==> src/hdl/vfa_delay.sv <==
// ----------------------------------------------------------------------------
// vfa_delay
// Stallable shift line that keeps side information aligned with a pipeline.
// ----------------------------------------------------------------------------
module vfa_delay #(
    parameter int W = 8,
    parameter int D = 4
) (
    input  logic         i_clk,
    input  logic         i_en,
    input  logic [W-1:0] i_d,
    output logic [W-1:0] o_q
);
    logic [W-1:0] r_q [D];

    always_ff @(posedge i_clk) begin
        if (i_en) begin
            r_q[0] <= i_d;
            for (int i = 1; i < D; i++) begin
                r_q[i] <= r_q[i-1];
            end
        end
    end

    assign o_q = r_q[D-1];
endmodule

==> config.mk <==
export PLATFORM = sky130hd
export DESIGN_NAME = vfa_delay
export DESIGN_NICKNAME = d
export VERILOG_FILES = /design/src/hdl/vfa_delay.sv
export SDC_FILE = /design/constraint.sdc
export NUM_CORES = 1
export LEC_CHECK = 0
export ABC_AREA = 0
export BUFFER_PORTS_ARGS = -buffer_cell sky130_fd_sc_hd__buf_4
export CORE_MARGIN = 4
export CORE_UTILIZATION = 54
export CTS_BUF_LIST = sky130_fd_sc_hd__clkbuf_4 sky130_fd_sc_hd__clkbuf_8
export CTS_CLUSTER_SIZE = 14
export DETAILED_ROUTE_END_ITERATION = 8
export GPL_TIMING_DRIVEN = 0
export PLACE_DENSITY = 0.82
export REMOVE_ABC_BUFFERS = 1
export SLEW_MARGIN = 20
export SYNTH_ARGS = -nofsm -noshare
export SYNTH_HDL_FRONTEND = slang
export SYNTH_SLANG_ARGS = --single-unit
export TNS_END_PERCENT = 1
==> constraint.sdc <==
create_clock -name i_clk -period 0.8 [get_ports i_clk]
set_input_delay 0.04 -clock i_clk [delete_from_list [all_inputs] [get_ports i_clk]]
set_output_delay 0.04 -clock i_clk [all_outputs]
set_load 0.02 [all_outputs]
==> impl_results.md <==
- Cts bufs inserted: 5
- Outcome: complete, but fails checks
- Die W: 50.19 um
- Worst-Margin Slew: 0.3750 ns
- CP Cell Sequence: buf_6
- Dpl cells: 73
- Ports: 18
- Die height: 50.19 um
- Family with the most delay on the worst path: flip-flops
- Clk_skew: 0.007683 ns
- Slew Limit Fails: 0
- P&R area growth vs syn: 33.72%
- Synth Instances: 32
- Fmax achieved: 1124 MHz
- CP arrival: 0.85 ns
- Layout fillers: 78
- Hold Crit Class: input pin to flop
- Footprint of the multi-input gates: 0 um2
- Clock slew at reported path FFs: 0.09 ns
- Setup Slack @ Placement: 0.06795 ns
- Layout cell share with drive strength beyond 1: 36.92%
- Share of the synthesized area in the top cell type: 100.0%
- Sequential share of power: 66.0%
- Die area: 2519 um2
- Post-route antenna net violation count: 0
- # diodes: 0
- Mean Syn Cell Area: 30.03 um2
- Drt initial violations: 6
- Via count: 417
- Avg Vias per Cell: 4.685
- Htree depth: 2
- Yosys top cell by area: edfxtp_1
- Gpl congestion: 0.5671
- CORE AREA: 1594 um2
- Most common flop cell mapped by yosys: edfxtp_1
- Row count: 14
- Starting Density: 60.28%
- DR WL/cell: 12.80 um
- Synth Cell Area: 960.9 um2
- Relative max-transition margin: 75.00%
- Max cap viols: 0
- Non-Filler Instances: 89
- # setup viols final: 8
- EDFF count, synth: 32
- VDD IR max: 0.002110 V
- Register area share after synthesis: 100.0%
- Ys Warns: 0
- Min Clock Period, post-route: 0.8896 ns
- DR pass1 iterations: 3
- Total design power: 3037 uW
- Cell leakage power: 0.0004720 uW
- Slowest CP cell: edfxtp_1
- Congestion Overflow GR: 0
- First-pass GRT wire length: 1.704 mm
- Distinct cells, synth: 1
- IO Port Bufs: 17
- Critical path capture point type: output port
- TritonCTS clock tree: yes
- Drt drc: 0
- Largest cells by area after synthesis: edfxtp_1 (100%)
- Count leader, synth: edfxtp_1
- Switch Pwr: 565.0 uW
- Multi-input gates: 0
- #FFs+latches synth: 32
- Int Power: 2472 uW
- Tot GR Track Use: 9.974%
- Final period utilization: 111.2%
- Clock power frac: 28.4%
- Synth cell count leaders: edfxtp_1 (32)
- Clk Latency, worst-skew pair: 0.30 ns
- WP data required: 0.76 ns
- CP max stage delay: 0.40 ns
- Initial antenna violation count: 0
- CP bufs+invs: 1
- Switching share of power: 18.60%
- FFs w/ async S/R, synth: 0%
- Critical path type: flop to output port
- RSZ-0062 raised after global routing: true
- Final net count: 74
- CTS Root Cell: clkbuf_4
- Total Wirelength: 1.139 mm
- Postcts setup bufs: 0
- CTS max path bufs: 2
- Final Hold Vio Count: 0
- Worst Setup Start Kind: flop
- TritonCTS sink count: 32
- Max reg flops: 32
- Setup WS post-layout: -0.08956 ns
- Largest regs: r_q (32)
- Logic pwr share: 5.6%
- Number of global-route vias before repair: 405
- Minimum hold slack: 0.1782 ns
- Register name with the most flops: r_q
- Largest net degree at the start of global routing: 33
- Seq. cell area: 960.9 um2
- Pwr Density: 2363 nW/um2
- Max Fanout on Critical Path: 1
- Failing checks: setup timing
==> metal layers <==
| metal | vias up | part of all wire (%) | global-route usage [%] |
|---|---|---|---|
| met4 | 0 | 0 | 4.147 |
| met2 | 22 | 53 | 18.26 |
| met3 | 0 | 8.3 | 4.438 |
| met5 | - | 0 | 0 |
| li1 | 194 | - | - |
| met1 | 201 | 39 | 9.563 |
==> power by group through the flow <==
stage	registers, uW	logic, uW	clock network, uW
after floorplan	2060	0	0
after global placement	2030	120	0
after detailed placement	2040	124	0
after CTS	2000	161	873
after global routing	2020	180	996
final	2010	170	862
==> worst paths after layout <==
kind | start | to | slack, ns | cells after the start
max | r_q[3][6] | o_q[6] | -0.09 | 1
min | i_en | r_q[1][4] | 0.18 | 1
min reg2reg | r_q[2][0] | r_q[3][0] | 0.42 | 0
max reg2reg | r_q[0][7] | r_q[1][7] | 0.16 | 0
==> timing repair <==
action / CTS / global route
resized for setup: 4 / 4
setup endpoints to repair: 8 / 8
endpoints found under the hold margin: 8 / 0
hold buffers: 8 / 0
==> cell families after synthesis <==
logic type  synth area share [%]
flip-flops                 100.0
==> final cells by class <==
type / count / share of cell area, %
Timing Repair Buffer: 25 / 18.50
Tap cell: 24 / 2.337
Clock buffer: 7 / 4.090
Clock inverter: 1 / 0.2921
Sequential cell: 32 / 74.78
==> cells in the final DEF (no fill, tap or decap), drive strengths merged <==
cell,Yosys,layout
buf,0,17
edfxtp,32,32
clkbuf,0,7
clkinv,0,1
dlygate4sd3,0,8
==> through the flow <==
| step | cell area, um2 | TNS (ns) | util, % |
|---|---|---|---|
| 2_1_floorplan | 960.9 | 0 | - |
| 3_3_place_gp | 1119 | 0 | 70.17 |
| 3_5_place_dp | 1119 | 0 | 70.17 |
| 4_1_cts | 1270 | -0.6132 | 79.67 |
| 5_1_grt | 1285 | -1.055 | 80.61 |
| 6_report | 1285 | -0.6018 | 80.61 |
Note: power is estimated with default switching activity, not from simulation.
