<file path="src/hdl/vfa_mul.sv">
// ----------------------------------------------------------------------------
// vfa_mul
// One multiplier lane: a registered 32 x 32 signed product.
// ----------------------------------------------------------------------------
module vfa_mul (
    input  logic               i_clk,
    input  logic               i_en,
    input  logic signed [31:0] i_a,
    input  logic signed [31:0] i_b,
    output logic signed [63:0] o_p
);
    logic signed [63:0] r_p;

    always_ff @(posedge i_clk) begin
        if (i_en) begin
            r_p <= i_a * i_b;
        end
    end

    assign o_p = r_p;
endmodule

</file>
<file path="config.mk">
export PLATFORM = sky130hd
export DESIGN_NAME = vfa_mul
export DESIGN_NICKNAME = d
export VERILOG_FILES = /design/src/hdl/vfa_mul.sv
export SDC_FILE = /design/constraint.sdc
export NUM_CORES = 2
export LEC_CHECK = 0
export BUFFER_PORTS_ARGS = -buffer_cell sky130_fd_sc_hd__buf_2
export CORE_MARGIN = 2
export CORE_UTILIZATION = 35
export CTS_BUF_LIST = sky130_fd_sc_hd__clkbuf_8
export DETAILED_ROUTE_END_ITERATION = 6
export PLACE_DENSITY_LB_ADDON = 0.15
export SYNTH_ARGS = -nofsm -noshare
export SYNTH_HDL_FRONTEND = slang
export SYNTH_SLANG_ARGS = --single-unit
</file>
<file path="constraint.sdc">
create_clock -name i_clk -period 17.1 [get_ports i_clk]
set_clock_uncertainty 0.1 [all_clocks]
set_input_delay 0 -clock i_clk [delete_from_list [all_inputs] [get_ports i_clk]]
set_output_delay 0 -clock i_clk [all_outputs]
set_load 0.05 [all_outputs]
</file>
==> summary.txt <==
Global route
  – Total track usage: between 10% and 20%
  – Pin count of the biggest net entering global routing: 65
  – Antenna violations before repair: 9
  – GR Overflow Total: 0
  – Vias in the first global route: 28200
  – First-pass GRT wire length: ~170000 µm

Floorplan
  – CORE AREA: between 100000 and 150000 µm²
  – Initial Util: approximately 35%
  – # rows: 120
  – Die height: between 300 and 400 µm
  – Die ar.: 111000 µm²
  – Die X: ~330 µm
  – Ports: 130

Detailed routing
  – Via/cell ratio: 4.79
  – 1st-iter DRT viols: ~1000
  – Wire length on met1: 42000 µm
  – Antenna viol nets, final: 0
  – Drt pass-1 iters: 5
  – Via count: between 20000 and 30000
  – Drc violations: 0
  – Top Layer Used: met5
  – Routed wire per std cell: slightly above 20 µm
  – Final WL: 106000 µm
  – Met3 wire length: 2620 µm
  – DR WL met2: ~58000 µm

Yosys
  – Synth Cell Area: around 38000 µm²
  – Register bit total from synthesis: 64
  – Synth Net Count: 5216
  – Sequential fraction of the synthesis area: 5.07%
  – Synth cell types: 63
  – Post-synth EDFFs: 64
  – Dominant synthesized flop cell: edfxtp_1
  – Avg Inst Size Synth: around 9.8 µm²
  – Post-synth ARST share: 0%
  – Post-synthesis cell count: just under 4000
  – Synth Warn #: 0

Layout
  – FILL cells: roughly 11000
  – Most common cell after layout, fill and taps aside: fa_1
  – Layout cells sized above 1: ~5%
  – Area grow syn2layout: 5.49%
  – Commonest non-fill, non-tap cells in the layout: fa_1, inv_1, and2_1, nand2_1, ha_1
  – Design area: roughly 40000 µm²
  – Max FFs per register: 64
  – Post-Layout Cell Count: 5266
  – # nets final: slightly above 5000

STA
  – Final setup viols: 0
  – Least-Margin Pin Slew: around 0.96 ns
  – Final setup TNS: 0 ns
  – Final Max Tran Viols: 0
  – Post-route minimum period: between 8 and 9 ns
  – Worst slew margin: a little over a third
  – Final Hold Viols: 0
  – Fmax achieved: 119 MHz
  – RSZ-0062 raised after global routing: no
  – Setup ws final: slightly below 9 ns
  – Period utilisation layout: 49.2%

Placement
  – Placed wire-length estimate: approximately 90000 µm
  – PortBufs: 129
  – Placed inst area: slightly below 40000 µm²
  – Setup WS pre-CTS: approximately 8.3 ns
  – RePlAce Congestion: approximately 0.83
  – Placed insts: about 5200

Clock tree
  – CTS Buffer Depth: 2
  – TritonCTS Buffers: 9
  – Worst-path clk slew: around 0.07 ns
  – CTS tree: done
  – H-tree lvl count: 3
  – Hold-fix buffers, CTS: 0
  – CTS Root Cell: clkbuf_8
  – CTS sink cnt: 64
  – Post-CTS Setup Inserts: 0
  – PostCTS Resize Cnt: 0

Setup path
  – CP Buf/Inv Count: 6
  – Crit end category: flip-flop
  – Worst path slowest cell: fa_1
  – Most frequent CP cell: fa_1
  – Crit path max fanout: 32
  – Critical Path Max Stage Delay: 1.00 ns
  – Top delay family on crit path: adder cells
  – WP data required: about 17 ns
  – Critical path class: in -> reg
  – Worst Path Arrival: ~8.4 ns
  – Worst path cell trace: buf_2 -> nand2_1 -> inv_1 -> fa_1 -> fa_1 -> fa_1 -> fa_1 -> inv_1 -> fa_1 -> inv_1 -> fa_1 -> inv_1 -> fa_1 -> fa_1 -> inv_1 -> ha_1 -> and3_1 -> nand2_1 -> or3_1 -> o211ai_1 -> a2111oi_1 -> o21bai_1 -> a21oi_1 -> xnor2_1
  – CP startpoint kind: input port

Worst hold path
  – HP Start: i_en
  – Hold path endpoint: o_p[18]
  – Worst hold path type: in -> reg
  – Hold Path Stages: 2

Status
  – Status: finished clean

Flow run
  – Max-cap violations: 0
cells in the mapped netlist (all sizes together) (4+ instances only):
cell / instances / area [µm²]
clkbuf: 195 / 732
fa: 1082 / 21700
a31oi: 13 / 96.3
and2: 516 / 3230
o21a: 4 / 30.0
o21ai: 31 / 163
xnor2: 53 / 464
o31ai: 7 / 66.3
a21o: 25 / 190
xor2: 22 / 193
a21oi: 68 / 340
nand2: 511 / 1920
nand4: 7 / 43.8
edfxtp: 64 / 1920
ha: 184 / 2300
and4: 4 / 37.5
and3: 9 / 62.6
nor2: 42 / 158
or3: 5 / 32.5
nor3: 7 / 40.0
nand2b: 9 / 56.3
nand3: 15 / 75.1
inv: 952 / 3570
a211oi: 8 / 87.6
o21bai: 15 / 113
buf: 5 / 22.5
routing by layer:
layer	track usage, %	vias to the layer above
met1	24.2	13700
met5	0	-
met3	1.82	114
met2	37.1	401
met4	5.12	4
li1	-	11000
logic make-up after synthesis:
logic type | Yosys count | share of synthesized area, %
buffers and inverters | 1152 | 11.4
adder cells (fa/ha/maj) | 1266 | 63.3
XOR/XNOR | 75 | 1.73
AO/OA/AOI/OAI | 193 | 3.41
AND/OR/NAND/NOR | 1134 | 15.1
flip-flops | 64 | 5.07
worst max-delay path by stage:
stage | depth (start not counted) | end | slack (ns) | startpoint
floorplan | 24 | o_p[62] | 9.60 | i_b[2]
global placement | 22 | o_p[62] | 8.45 | i_b[3]
detailed placement | 25 | o_p[62] | 8.35 | i_a[31]
CTS | 26 | o_p[60] | 8.75 | i_a[31]
global route | 24 | o_p[60] | 8.27 | i_b[2]
finish | 24 | o_p[60] | 8.68 | i_b[2]
final cells by class:
class | instances | area [µm²] | share of cell area [%]
timing repair buffer | 161 | 886 | 2.22
clock inverter | 7 | 63.8 | 0.160
multi-input combinational | 2668 | 31600 | 79.2
antenna | 2 | 5.00 | 0.0125
sequential | 64 | 1920 | 4.81
clock buffer | 9 | 124 | 0.310
tap | 1403 | 1760 | 4.39
inverter | 952 | 3570 | 8.94
through the flow:
step,hold WS (ns),util (%)
after floorplan,0.0125,-
after global placement,0.441,37.1
after detailed placement,0.439,37.1
after CTS,0.250,37.3
after global routing,0.278,37.3
final,0.248,37.3
Power is left out: the tool's default activity adds up to more than one toggle a clock period on the data nets, which glitch-free logic cannot reach.
