## config.mk

```make
export PLATFORM = sky130hd
export DESIGN_NAME = vfa_sqrt
export DESIGN_NICKNAME = d
export VERILOG_FILES = /design/src/hdl/vfa_sqrt.sv
export SDC_FILE = /design/constraint.sdc
export NUM_CORES = 2
export LEC_CHECK = 0
export BUFFER_PORTS_ARGS = -buffer_cell sky130_fd_sc_hd__buf_2
export CORE_AREA = 2 2 361 721
export CTS_CLUSTER_SIZE = 28
export DETAILED_ROUTE_END_ITERATION = 12
export DIE_AREA = 0 0 363 723
export PLACE_DENSITY_LB_ADDON = 0.25
export SYNTH_ARGS = -nofsm -noshare
export SYNTH_HDL_FRONTEND = slang
export SYNTH_MEMORY_MAX_BITS = 65536
export SYNTH_SLANG_ARGS = --single-unit
```

## constraint.sdc

```tcl
create_clock -name i_clk -period 3.35 [get_ports i_clk]
set_input_delay 0.335 -clock i_clk [delete_from_list [all_inputs] [get_ports i_clk]]
set_output_delay 0.335 -clock i_clk [all_outputs]
set_load 0.05 [all_outputs]
```

## src/hdl/vfa_sqrt.sv

```systemverilog
// ----------------------------------------------------------------------------
// vfa_sqrt
// Pipelined integer square root of a 64-bit value, one root bit per stage.
// ----------------------------------------------------------------------------
module vfa_sqrt (
    input  logic        i_clk,
    input  logic        i_en,
    input  logic [63:0] i_sq,
    output logic [31:0] o_root
);
    logic [63:0] r_rad  [32];
    logic [33:0] r_rem  [32];
    logic [31:0] r_root [32];

    for (genvar g = 0; g < 32; g++) begin : g_stage
        logic [63:0] in_rad;
        logic [33:0] in_rem;
        logic [31:0] in_root;
        logic [35:0] rem_n;
        logic [35:0] trial;
        logic [33:0] n_rem;
        logic [31:0] n_root;

        if (g == 0) begin : g_first
            assign in_rad  = i_sq;
            assign in_rem  = '0;
            assign in_root = '0;
        end else begin : g_next
            assign in_rad  = r_rad[g-1];
            assign in_rem  = r_rem[g-1];
            assign in_root = r_root[g-1];
        end

        always_comb begin
            rem_n = {in_rem, in_rad[63:62]};
            trial = {2'b00, in_root, 2'b01};
            if (rem_n >= trial) begin
                n_rem  = 34'(rem_n - trial);
                n_root = {in_root[30:0], 1'b1};
            end else begin
                n_rem  = rem_n[33:0];
                n_root = {in_root[30:0], 1'b0};
            end
        end

        always_ff @(posedge i_clk) begin
            if (i_en) begin
                r_rad[g]  <= {in_rad[61:0], 2'b00};
                r_rem[g]  <= n_rem;
                r_root[g] <= n_root;
            end
        end
    end

    assign o_root = r_root[31];
endmodule

```

==> report_table.html <==
<table>
<tr><th>Metric</th><th>Value</th></tr>
<tr><th colspan="2">Detailed routing</th></tr>
<tr><td>Post-route antenna net violation count</td><td>0</td></tr>
<tr><td>Via-per-instance ratio</td><td>5.368</td></tr>
<tr><td>Detailed Route Iter0 Violations</td><td>5,731</td></tr>
<tr><td>Detailed Routing Iterations Pass 1</td><td>6</td></tr>
<tr><td>Final wirelength</td><td>247,100 um</td></tr>
<tr><td>Total number of vias</td><td>71,770</td></tr>
<tr><td>Number of design rule violations left after detail routing</td><td>0</td></tr>
<tr><td>Wire per inst</td><td>18.48 um</td></tr>
<tr><th colspan="2">Power</th></tr>
<tr><td>Logic pwr share</td><td>22.5%</td></tr>
<tr><td>Leakage power</td><td>around 52 nW</td></tr>
<tr><td>Internal power</td><td>64.28 mW</td></tr>
<tr><td>Total power density per cell area</td><td>663.8 nW/um2</td></tr>
<tr><td>Switching part of the total power</td><td>28.70%</td></tr>
<tr><td>Maximum vdd ir drop</td><td>0.0005845 V</td></tr>
<tr><td>Clock power frac</td><td>30.3%</td></tr>
<tr><td>Net switching component of the power</td><td>25.88 mW</td></tr>
<tr><td>Flop pwr share</td><td>47.2%</td></tr>
<tr><th colspan="2">Logic synthesis</th></tr>
<tr><td>Fraction of the yosys area taken by sequential cells</td><td>64.40%</td></tr>
<tr><td>EDFF count, synth</td><td>2,523</td></tr>
<tr><td>Post-synthesis cell type with the largest combined area</td><td>edfxtp_1</td></tr>
<tr><td>Top_reg_cell synth</td><td>edfxtp_1</td></tr>
<tr><td>Number of unique standard cell types used by synthesis</td><td>approximately 110</td></tr>
<tr><td>Register bit total from synthesis</td><td>2,523</td></tr>
<tr><td>Library cell with the highest instance count after synthesis</td><td>edfxtp_1</td></tr>
<tr><td>Average footprint of a synthesized cell</td><td>12.93 um2</td></tr>
<tr><td>Asr flop ratio synth</td><td>0%</td></tr>
<tr><td>Yosys synthesis warning count</td><td>0</td></tr>
<tr><td>Share of the synthesized area in the top cell type</td><td>64.40%</td></tr>
<tr><td>Biggest area contributors in the synthesized netlist</td><td>edfxtp_1 (64%), ha_1 (6.0%), xnor2_1 (3.2%)</td></tr>
<tr><td>Gate count after technology mapping</td><td>9,098</td></tr>
<tr><td>Most common library cells after synthesis</td><td>edfxtp_1 (2,523), inv_1 (694), nand2_1 (624), a21oi_1 (590), nor2_1 (564)</td></tr>
<tr><td>Netlist area before placement</td><td>117,600 um2</td></tr>
<tr><td>Synthesized net count</td><td>~9,700</td></tr>
<tr><th colspan="2">Global routing</th></tr>
<tr><td>Global-route total usage across every layer</td><td>18.49%</td></tr>
<tr><td>Pin count of the biggest net entering global routing</td><td>~120</td></tr>
<tr><td>Remaining Overflow, GRT</td><td>0</td></tr>
<tr><td>Number of global-route vias before repair</td><td>69,750</td></tr>
<tr><td>First-pass GRT wire length</td><td>387,000 um</td></tr>
<tr><td>Antenna violations before repair</td><td>4</td></tr>
<tr><th colspan="2">Clock network</th></tr>
<tr><td>Clock transition at the register clock pins on the worst setup and hold paths after CTS</td><td>approximately 0.070 ns</td></tr>
<tr><td>Cts bufs inserted</td><td>about 230</td></tr>
<tr><td>H-Tree Depth</td><td>4</td></tr>
<tr><td>CTS root buffer</td><td>clkbuf_16</td></tr>
<tr><td>Maximum number of buffers from clock root to sink</td><td>4</td></tr>
<tr><td>TritonCTS clock tree</td><td>done</td></tr>
<tr><td>Clock sink total</td><td>2,523</td></tr>
<tr><td>Insertion delay of the later-clocked pin in the worst-skew pair</td><td>0.96 ns</td></tr>
<tr><th colspan="2">Timing</th></tr>
<tr><td>Maximum operating frequency</td><td>305.1 MHz</td></tr>
<tr><td>Setup repair after global routing missed its margin</td><td>true</td></tr>
<tr><td>Final critical delay including setup and external delays</td><td>3.278 ns</td></tr>
<tr><td>Worst-case headroom to the max-slew limit</td><td>47.48%</td></tr>
<tr><td>Share of the cycle needed by the critical path after routing</td><td>a little over nine tenths</td></tr>
<tr><td>Final count of hold timing violations</td><td>0</td></tr>
<tr><td>Summed negative setup slack over all endpoints</td><td>0 ns</td></tr>
<tr><td>Number of pins exceeding their max-slew limit in the final report</td><td>0</td></tr>
<tr><td>Slew at the pin closest to its max-slew limit</td><td>slightly below 0.8 ns</td></tr>
<tr><td>Hold WS</td><td>0.1011 ns</td></tr>
<tr><td>Worst clock skew on the final layout</td><td>0.1258 ns</td></tr>
<tr><td>Setup-failing EPs final</td><td>0</td></tr>
<tr><th colspan="2">Flow run</th></tr>
<tr><td>Max cap viols</td><td>0</td></tr>
<tr><th colspan="2">Placed design</th></tr>
<tr><td>Detailed-placement wirelength estimate</td><td>177,800 um</td></tr>
<tr><td>Placed instance area</td><td>126,200 um2</td></tr>
<tr><td>Final weighted congestion in routability-driven placement</td><td>0.8998</td></tr>
<tr><td>I/O Buffers</td><td>97</td></tr>
<tr><th colspan="2">Cells and area</th></tr>
<tr><td>Share of layout cells above drive strength 1</td><td>13.16%</td></tr>
<tr><td>Layout overhead on the synthesized area</td><td>15.44%</td></tr>
<tr><td>Count of nets after finishing</td><td>10,490</td></tr>
<tr><td>Area of all placed cells without fillers</td><td>135,800 um2</td></tr>
<tr><th colspan="2">Floorplan</th></tr>
<tr><td>Placeable core region</td><td>257,300 um2</td></tr>
<tr><td>Io pins</td><td>98</td></tr>
<tr><td>Horizontal die dimension</td><td>363 um</td></tr>
<tr><td>Num rows</td><td>264</td></tr>
<tr><td>Starting density of the core</td><td>45.72%</td></tr>
<tr><td>Die Span Y</td><td>723 um</td></tr>
<tr><td>Overall die area</td><td>262,400 um2</td></tr>
<tr><th colspan="2">Run status</th></tr>
<tr><td>Run status</td><td>complete, no violations</td></tr>
<tr><th colspan="2">Setup path</th></tr>
<tr><td>Required time of the critical path</td><td>approximately 4 ns</td></tr>
<tr><td>Setup Crit Path Kind</td><td>flop to flop</td></tr>
<tr><td>Maximum fanout count along the critical path</td><td>5</td></tr>
<tr><td>Critical path launch point type</td><td>flop</td></tr>
<tr><td>Critical Path Sink Type</td><td>flop</td></tr>
<tr><td>Signal arrival time at the worst endpoint</td><td>3.94 ns</td></tr>
<tr><th colspan="2">Worst hold path</th></tr>
<tr><td>Classification of the worst-slack hold path</td><td>primary input to flop</td></tr>
</table>
[layer usage]
metal | wire [um] | GRT usage (%) | up-vias
met2 | 116500 | 30.18 | 1542
met5 | 0 | 0 | -
li1 | - | - | 35200
met1 | 113100 | 26.01 | 34670
met3 | 11030 | 2.236 | 368
met4 | 6496 | 5.318 | 0
[sequential cells by signal (all words and copies together) (netlist names)]
signal and flops:
r_rem 1003, r_root 528, r_rad 992
[layout make-up]
cell class | instances | area, um2
fill | 21450 | 121500
sequential | 2523 | 75760
multi-input combinational | 5705 | 39550
timing repair buffer | 704 | 5959
clock buffer | 250 | 5852
tap | 3325 | 4160
inverter | 698 | 2620
clock inverter | 165 | 1912
antenna | 1 | 2.502
[what timing repair did]
action,CTS,global route
resized for setup,16,180
hold buffers,66,0
cloned,0,2
endpoints found under the hold margin,97,0
pin swaps,2,33
buffers inserted,1,28
endpoints found under the setup margin,33,403
[cell families (layout without fill, tap and decap cells)]
kind of cell / after synthesis / after routing / synth area share (%)
flip-flops: 2523 / 2523 / 64.40
AND/OR/NAND/NOR: 2386 / 2387 / 10.14
AO/OA/AOI/OAI: 1831 / 1831 / 9.588
buffers and inverters: 871 / 1817 / 2.853
XOR/XNOR: 844 / 844 / 6.283
adder cells (fa/ha/maj): 562 / 562 / 5.977
multiplexers: 80 / 80 / 0.7530
other: 1 / 2 / 0.003188
[critical path, stage by stage (launching register included)]
cell	delay (ns)
edfxtp_1	0.45
ha_4	0.32
nand4_1	0.16
or4_1	0.49
o21a_1	0.19
and4b_1	0.25
or4_1	0.48
or2_4	0.31
nor3_1	0.18
xor2_1	0.22
[path summary, 6_finish.rpt]
kind         cells past startpoint                   start                       to  slack [ns]
max                              9  r_rem[1][15]$_DFFE_PP_   r_rem[1][61]$_DFFE_PP_        0.07
min                              2                i_sq[10]   r_rad[0][10]$_DFFE_PP_        0.10
max reg2reg                      9  r_rem[1][15]$_DFFE_PP_   r_rem[1][61]$_DFFE_PP_        0.07
min reg2reg                      0  r_rad[1][45]$_DFFE_PP_  r_rad[1][109]$_DFFE_PP_        0.35
[cell usage in the layout (no fill, tap or decap), types with 98 or more instances in the layout]
| cell | instances |
|---|---|
| xor2_1 | 411 |
| nand2_1 | 621 |
| nor3_1 | 218 |
| edfxtp_1 | 2523 |
| a21o_1 | 226 |
| nand4_1 | 98 |
| inv_1 | 693 |
| xnor2_1 | 433 |
| clkbuf_16 | 232 |
| a21oi_1 | 575 |
| nand2b_1 | 114 |
| o21ai_0 | 472 |
| nor2_1 | 560 |
| ha_1 | 550 |
| nand3_1 | 146 |
| nor4_1 | 106 |
| buf_4 | 479 |
[through the flow]
stage | power, mW | util [%] | setup WS [ns] | cells
final | 90.16 | 52.78 | 0.07206 | 13370
after detailed placement | 62.64 | 49.04 | -0.2170 | 12860
after global placement | 62.54 | 49.04 | -0.3076 | 12860
after floorplan | 55.41 | - | 0.1023 | 9098
after global routing | 94.74 | 52.78 | -0.04386 | 13370
after CTS | 90.61 | 52.35 | 0.0009632 | 13340
[power groups by stage]
| stage | registers [mW] | clock network, mW | logic [mW] |
|---|---|---|---|
| after floorplan | 42.1 | 0 | 13.4 |
| after global placement | 43.2 | 0 | 19.3 |
| after detailed placement | 43.2 | 0 | 19.4 |
| after CTS | 42.6 | 28.3 | 19.7 |
| after global routing | 43.0 | 29.3 | 22.5 |
| final | 42.6 | 27.3 | 20.3 |
Power figures use the tool's default switching activity.
